$ cat config.mk
export PLATFORM = sky130hd
export DESIGN_NAME = bpc_out
export DESIGN_NICKNAME = d
export VERILOG_FILES = /design/src/rtl/bpc_pkg.sv /design/src/rtl/bpc_out.sv
export SDC_FILE = /design/constraint.sdc
export NUM_CORES = 1
export LEC_CHECK = 0
export ABC_AREA = 1
export BUFFER_PORTS_ARGS = -buffer_cell sky130_fd_sc_hd__buf_2
export CAP_MARGIN = 20
export CORE_MARGIN = 2
export CORE_UTILIZATION = 60
export CTS_BUF_LIST = sky130_fd_sc_hd__clkbuf_2 sky130_fd_sc_hd__clkbuf_4 sky130_fd_sc_hd__clkbuf_8
export CTS_CLUSTER_DIAMETER = 120
export CTS_CLUSTER_SIZE = 16
export DETAILED_ROUTE_END_ITERATION = 16
export PLACE_DENSITY = 0.79
export RECOVER_POWER = 100
export SLEW_MARGIN = 20
export SYNTH_ARGS = -nofsm -noshare
export SYNTH_HDL_FRONTEND = slang
export SYNTH_SLANG_ARGS = --single-unit
export TNS_END_PERCENT = 1
$ cat constraint.sdc
create_clock -name clk -period 7.8 [get_ports clk]
set_input_delay 2.34 -clock clk [delete_from_list [all_inputs] [get_ports clk]]
set_output_delay 2.34 -clock clk [all_outputs]
set_load 0.005 [all_outputs]
$ cat src/rtl/bpc_pkg.sv
// ----------------------------------------------------------------------------
// bpc_pkg: shared types and constants for the pressure/temperature compensator
// Holds the channel words, the decoded coefficient set, the words passed
// between pipeline sections and the rounding helper.
// ----------------------------------------------------------------------------
package bpc_pkg;

  // Configuration register indexes
  localparam logic [1:0] CFG_IDX_LOW  = 2'd0;
  localparam logic [1:0] CFG_IDX_MID  = 2'd1;
  localparam logic [1:0] CFG_IDX_HIGH = 2'd2;

  // Plausibility window: temperature in Q30 degC, pressure in Q16 Pa
  localparam logic signed [41:0] TC_LO  = -42'sd42949672960;
  localparam logic signed [41:0] TC_HI  = 42'sd91268055040;
  localparam logic signed [47:0] ACC_LO = 48'sd1966080000;
  localparam logic signed [47:0] ACC_HI = 48'sd8192000000;

  // Output saturation limits
  localparam logic signed [17:0] TCENT_MAX = 18'sd32767;
  localparam logic signed [17:0] TCENT_MIN = -18'sd32768;
  localparam logic signed [41:0] PCENT_MAX = 42'sd16777215;

  typedef struct packed {
    logic [23:0] press_adc;
    logic [23:0] temp_adc;
  } in_data_t;

  typedef struct packed {
    logic signed [15:0] temperature_centi;
    logic [23:0]        pressure_centi_pa;
    logic               in_range;
  } out_data_t;

  // Decoded calibration coefficients (P1 and P2 already offset by 16384)
  typedef struct packed {
    logic [15:0]        t1;
    logic [15:0]        t2;
    logic signed [7:0]  t3;
    logic signed [16:0] p1;
    logic signed [16:0] p2;
    logic signed [7:0]  p3;
    logic signed [7:0]  p4;
    logic [15:0]        p5;
    logic [15:0]        p6;
    logic signed [7:0]  p7;
    logic signed [7:0]  p8;
    logic signed [15:0] p9;
    logic signed [7:0]  p10;
    logic signed [7:0]  p11;
  } coef_t;

  // Temperature section -> polynomial section
  typedef struct packed {
    logic signed [41:0] tc;
    logic signed [25:0] tq;
    logic [23:0]        rawp;
    logic [30:0]        r;
    logic [54:0]        rraw;
  } tmid_t;

  // Polynomial section -> summing section
  typedef struct packed {
    logic [23:0]        rawp;
    logic signed [42:0] p6tq;
    logic signed [42:0] p2tq;
    logic signed [43:0] p7tsq;
    logic signed [43:0] p3tsq;
    logic signed [53:0] p8tcu;
    logic signed [53:0] p4tcu;
    logic signed [63:0] ru;
    logic signed [63:0] rrp11;
    logic signed [17:0] tcent;
    logic               tok;
  } pmid_t;

  // Summing section -> output section
  typedef struct packed {
    logic signed [47:0] acc;
    logic signed [17:0] tcent;
    logic               tok;
  } smid_t;

  // Shift right with round to nearest, ties away from zero (sh >= 1)
  function automatic logic signed [63:0] rnd_shr(input logic signed [63:0] x,
                                                 input logic [5:0] sh);
    logic [63:0] m;
    logic [63:0] half;
    half = 64'd1 << (sh - 6'd1);
    m = x[63] ? 64'(-x) : 64'(x);
    m = (m + half) >> sh;
    return x[63] ? -$signed(m) : $signed(m);
  endfunction

endpackage

$ cat src/rtl/bpc_out.sv
// ----------------------------------------------------------------------------
// bpc_out: output scaling, saturation and result register
// Three stages: scale to centi-pascal, round, saturate into the result word.
// ----------------------------------------------------------------------------
module bpc_out
  import bpc_pkg::*;
(
  input  logic      clk,
  input  logic      rst_n,
  input  logic      up_vld,
  input  smid_t     up_data,
  output logic      up_rdy,
  output logic      out_valid,
  output out_data_t out_data,
  input  logic      out_stall
);

  localparam int NS = 3;

  typedef struct packed {
    logic signed [55:0] acc100;
    logic signed [17:0] tcent;
    logic               tok;
    logic               pok;
    logic signed [41:0] pcent;
  } ost_t;

  logic [NS-1:0] v_r, v_nxt, en;
  ost_t      s0_r, s0_nxt, s1_r, s1_nxt;
  out_data_t res_r, res_nxt;

  // Advance a stage when it is empty or the next one advances
  always_comb begin
    en[NS-1] = !v_r[NS-1] || !out_stall;
    for (int k = NS - 2; k >= 0; k--) begin
      en[k] = !v_r[k] || en[k+1];
    end
    v_nxt = v_r;
    for (int k = 0; k < NS; k++) begin
      if (en[k]) begin
        v_nxt[k] = (k == 0) ? up_vld : v_r[k-1];
      end
    end
  end

  always_ff @(posedge clk) begin
    if (!rst_n) begin
      v_r <= '0;
    end else begin
      v_r <= v_nxt;
    end
  end

  // Stage 0: scale pressure, check pressure window
  always_comb begin
    s0_nxt = '0;
    s0_nxt.acc100 = 56'(up_data.acc) * 56'sd100;
    s0_nxt.tcent  = up_data.tcent;
    s0_nxt.tok    = up_data.tok;
    s0_nxt.pok    = (up_data.acc >= ACC_LO) && (up_data.acc <= ACC_HI);
  end

  // Stage 1: round pressure
  always_comb begin
    s1_nxt = s0_r;
    s1_nxt.pcent = 42'(rnd_shr(64'(s0_r.acc100), 6'd16));
  end

  // Stage 2: saturate into the result word
  always_comb begin
    if (s1_r.tcent > TCENT_MAX) begin
      res_nxt.temperature_centi = 16'(TCENT_MAX);
    end else if (s1_r.tcent < TCENT_MIN) begin
      res_nxt.temperature_centi = 16'(TCENT_MIN);
    end else begin
      res_nxt.temperature_centi = 16'(s1_r.tcent);
    end
    if (s1_r.pcent < 42'sd0) begin
      res_nxt.pressure_centi_pa = '0;
    end else if (s1_r.pcent > PCENT_MAX) begin
      res_nxt.pressure_centi_pa = 24'(PCENT_MAX);
    end else begin
      res_nxt.pressure_centi_pa = 24'(s1_r.pcent);
    end
    res_nxt.in_range = s1_r.tok && s1_r.pok;
  end

  always_ff @(posedge clk) begin
    if (en[0]) s0_r  <= s0_nxt;
    if (en[1]) s1_r  <= s1_nxt;
    if (en[2]) res_r <= res_nxt;
  end

  assign up_rdy    = en[0];
  assign out_valid = v_r[NS-1];
  assign out_data  = res_r;

endmodule

## Word level (Yosys, flattened, before mapping)

Index checks and enable logic that the tools add are counted.
W data, S select, Z words.

| storage, ports and cells | value |
|---|---|
| register bits after elaboration | 180 |
| bits in latches | 0 |
| bits in writable memories | 0 |
| bits in read-only memories | 0 |
| input bits | 71 |
| output and inout bits | 43 |
| word-level logic and storage cells | 37 |
| memories kept | 0 |

| operators by class | value |
|---|---|
| add/subtract/negate cells | 3 |
| multipliers | 1 |
| div/mod/pow operators | 0 |
| magnitude comparators | 6 |
| eq/ne operators | 0 |
| shifts and indexed selects | 0 |
| multiplexer cells | 4 |
| bitwise logic cells | 0 |
| reduce and logical (&&, ||, !) cells | 9 |

Operator list:

| cell | number |
|---|---|
| $add A58 B16 Y58 const B | 1 |
| $mux W58 | 1 |
| $neg A56 Y58 | 1 |
| $mul A48 B6 Y54 const B | 1 |
| $ge A48 B32 Y1 const B | 1 |
| $le A48 B34 Y1 const B | 1 |
| $gt A42 B25 Y1 const B | 1 |
| $lt A42 B1 Y1 const B | 1 |
| $mux W42 | 1 |
| $neg A42 Y42 | 1 |
| $mux W24 | 1 |
| $gt A18 B16 Y1 const B | 1 |
| $lt A18 B16 Y1 const B | 1 |
| $mux W16 | 1 |
| $logic_not A1 Y1 | 4 |
| $logic_or A1 B1 Y1 | 3 |
| $logic_and A1 B1 Y1 | 2 |

## Logic depth before layout (Yosys ltp)

| logic depth | value |
|---|---|
| depth in word-level cells | 5 |
| gate-level depth with buffers | 26 |
| depth with buffers taken out | 26 |

## Worst setup path after synthesis

OpenSTA, ideal clock, no wires.

| timing path | value |
|---|---|
| path type | input port to output port |
| from | input out_stall |
| to | output up_rdy |
| data arrival time | 5102 ps |
| required time | 5460 ps |
| slack | 358 ps |
| cell stages on the path | 3 |
| buffers on the path | 0 |
| cells stage by stage | nand2_1 > nor2_1 > nand2_1 |

| on the way | value |
|---|---|
| word-level cells in the longest chain between the ends | 4 |

Ends and longest elaborated chain:

| what | RTL line | text |
|---|---|---|
| start: declaration | bpc_out.sv:15 | `input logic out_stall` |
| $logic_not A1 Y1 | bpc_out.sv:34 | `en[NS-1] = !v_r[NS-1] \|\| !out_stall;` |
| $logic_or A1 B1 Y1 | bpc_out.sv:34 |  |
| $logic_or A1 B1 Y1 (2 in a row) | bpc_out.sv:36 | `en[k] = !v_r[k] \|\| en[k+1];` |
| end: declaration | bpc_out.sv:12 | `output logic up_rdy,` |

No other way between the ends.

## Worst setup path after layout

| timing path | value |
|---|---|
| from | input out_stall |
| to | output up_rdy |

| on the way | value |
|---|---|
| word-level cells in the longest chain between the ends | 4 |

Ends and longest elaborated chain:

| what | RTL line | text |
|---|---|---|
| $logic_not A1 Y1 | bpc_out.sv:34 |  |
| $logic_or A1 B1 Y1 | bpc_out.sv:34 |  |
| net en[2] | bpc_out.sv:28 | `logic [NS-1:0] v_r, v_nxt, en;` |
| $logic_or A1 B1 Y1 (2 in a row) | bpc_out.sv:36 |  |

The timed path passes the listed nets, and every way through them passes these cells.

==> out/results.txt <==
Synth Area in Adders - 0.1962
Crit path arrival time - 4.20 ns
main flop type after synthesis - edfxtp_1
clock tree from TritonCTS - yes
die height - 173.9 um
Final Max Tran Viols - 187
largest net degree at the start of global routing - 76
Slew @ Worst Pin - 2.392 ns
layout cells sized above 1 - 0.1093
async set-or-reset flop fraction in the synthesized netlist - 0
PortBufs - 113
FMAX - 0.1528 GHz
Antenna Violating Nets Remaining - 0
biggest area consumer among synthesized cells - edfxtp_1
Clock Latency Late Sink - 0.48 ns
DR pass1 iterations - 7
hold-fix buffers at CTS - 0
WHS - 0.4197 ns
width of the die - 173.9 um
top cell type's share of synthesized area - 0.3069
post-synthesis simple-gate area fraction - 0.2792
fin crit share - 0.8391
cells after synthesis - 2240
CTS buffer count - 17
I/O pins - 114
Total Wirelength - 38020 um
Avg Synthesized Cell Area - 7.731 um^2
static leakage - 9.504 nW
largest stage delay on the critical path - 0.89 ns
number of max-cap violations - 4
wire per inst - 13.81 um
CP Data Required Time - 5.46 ns
CTS resizes - 0
CTS clk-pin slew, worst paths - 0.11 ns
CTS root buf - clkbuf_8
Finished Layout Cells - 2753
fin crit period - 6.545 ns
startpoint types - primary input
NumNets Final - 2671
Post-synth top cells - nand2_1, inv_1, nor2_1
worst path bufs/invs - 2
initial antenna violation count - 0
mux contribution to synthesized area - 0
XOR/XNOR share of the synthesized area - 0.04097
relative slew slack - -0.5944
Detailed Route Iter0 Violations - 797
Critical Path, Cell by Cell - buf_2, nand2_1, nor2_1, nand2_4, clkbuf_1
post-synth cell types - 42
failing checks - max-capacitance violations, max-slew violations
Power Density - 252.9 mW/mm^2
Slowest-stage cell, CP - nand2_1
Post-CTS Setup Bufs - 0
Yosys warnings - 0
worst min path class - flop to flop
post-route setup TNS - 0 ns
starting density of the core - 0.6066
area grow syn2layout - 7.572%
DR vias/cell - 5.163
std cell rows - 62
Core Region - 0.02855 mm^2
Seq/Total Area, Yosys - 0.3104
RSZ-0062 raised after global routing - false
Synth Area in Compound Gates - 0.06684
Yosys reg bits - 180
Net Count, Synth - 2555
top-count cell post-synth - nand2_1
status - complete, but fails checks
maximum clock insertion buffer count - 2
Placer Congestion - 0.9236
All-Layer GR Usage - 0.2607
Fin. Hold Viols - 0
Worst IR Drop VDD - 0.0001060 V
clk sinks - 180
Total Power Consumption - 0.004711 W
critical path's top delay family - simple AND/OR/NAND/NOR gates
detailed placement HPWL - 31860 um
CP Class - primary input to output port
Remaining DRCs - 0
Post-synth EDFFs - 177
CP Capture Type - output port
crit path max fanout - 43
# setup viols final - 0
placed cell count - 2721
H-tree levels - 4
largest family of logic cells by synthesized area - simple AND/OR/NAND/NOR gates
Synth area leaders - edfxtp_1, ha_1, nand2_1
Setup Skew - 0.02052 ns
die area - 0.03024 mm^2
via count - 14210
first-pass GRT wire length - 64640 um
vias in the first global route - 14150
Overflow after GRT - 0
diode count - 0
mapped cell area - 0.01732 mm^2
where the power goes:
| part | switching, W | leakage (nW) | total [W] | internal, W |
|---|---|---|---|---|
| sequential | 0.000190 | 1.91 | 0.00166 | 0.00147 |
| clock | 0.000365 | 0.202 | 0.000631 | 0.000267 |
| combinational | 0.00160 | 7.39 | 0.00242 | 0.000819 |
cell usage in the layout (no fill, tap or decap), drive strengths merged, types with 6 or more instances in the layout:
cell type,instances
nand4,43
edfxtp,177
clkinv,6
fa,46
nand3b,15
inv,474
nand3,141
nand2,555
a21oi,114
nor2,261
o21a,7
clkbuf,38
nor3,10
xnor2,22
nor4,7
ha,198
buf,98
xor2,59
o21ai,50
a31oi,15
kinds of logic after synthesis:
group                      count (synthesis)
and+or+nand+nor                         1038
DFF                                      180
adders and majority gates                244
xor gates and xnor gates                  81
AOI/OAI and AO/OA                        209
buffers and inverters                    488
routing by layer:
layer  vias up  track usage  share of wire
li1       7360            -              -
met1      6470       0.3149           0.44
met2       310       0.4756           0.50
met3        74      0.02325          0.028
met4         0       0.1106          0.037
met5         -            0              0
sequential cells by signal (all words and copies together), names as in the netlist:
signal    cells
s1_r         62
s0_r         74
out_data     41
v_r           3
per-stage QoR:
stage / util / setup slack, ns / instance area (um^2)
detailed placement: 0.6421 / 0.9963 / 18330
floorplan: - / 0.3582 / 17320
global placement: 0.6421 / 1.187 / 18330
CTS: 0.6559 / 1.505 / 18730
finish: 0.6525 / 1.255 / 18630
global route: 0.6525 / 0.9607 / 18630
worst paths after layout:
path | endpoint | slack (ns) | from | depth (start not counted)
max reg2reg | s1_r[33] | 3.34 | v_r[2] | 4
max | up_rdy | 1.26 | out_stall | 5
min | s1_r[42] | 0.42 | s0_r[42] | 0
min reg2reg | s1_r[42] | 0.42 | s0_r[42] | 0
area by class of cell:
type	instances	area (um^2)
clock buffer	17	234.0
clock inverter	15	161.4
fill	2482	9920
inverter	466	1749
multi-input combinational	1572	10050
sequential	180	5375
tap	384	480.5
timing repair buffer	119	578.1
(Power assumes the default switching activity.)
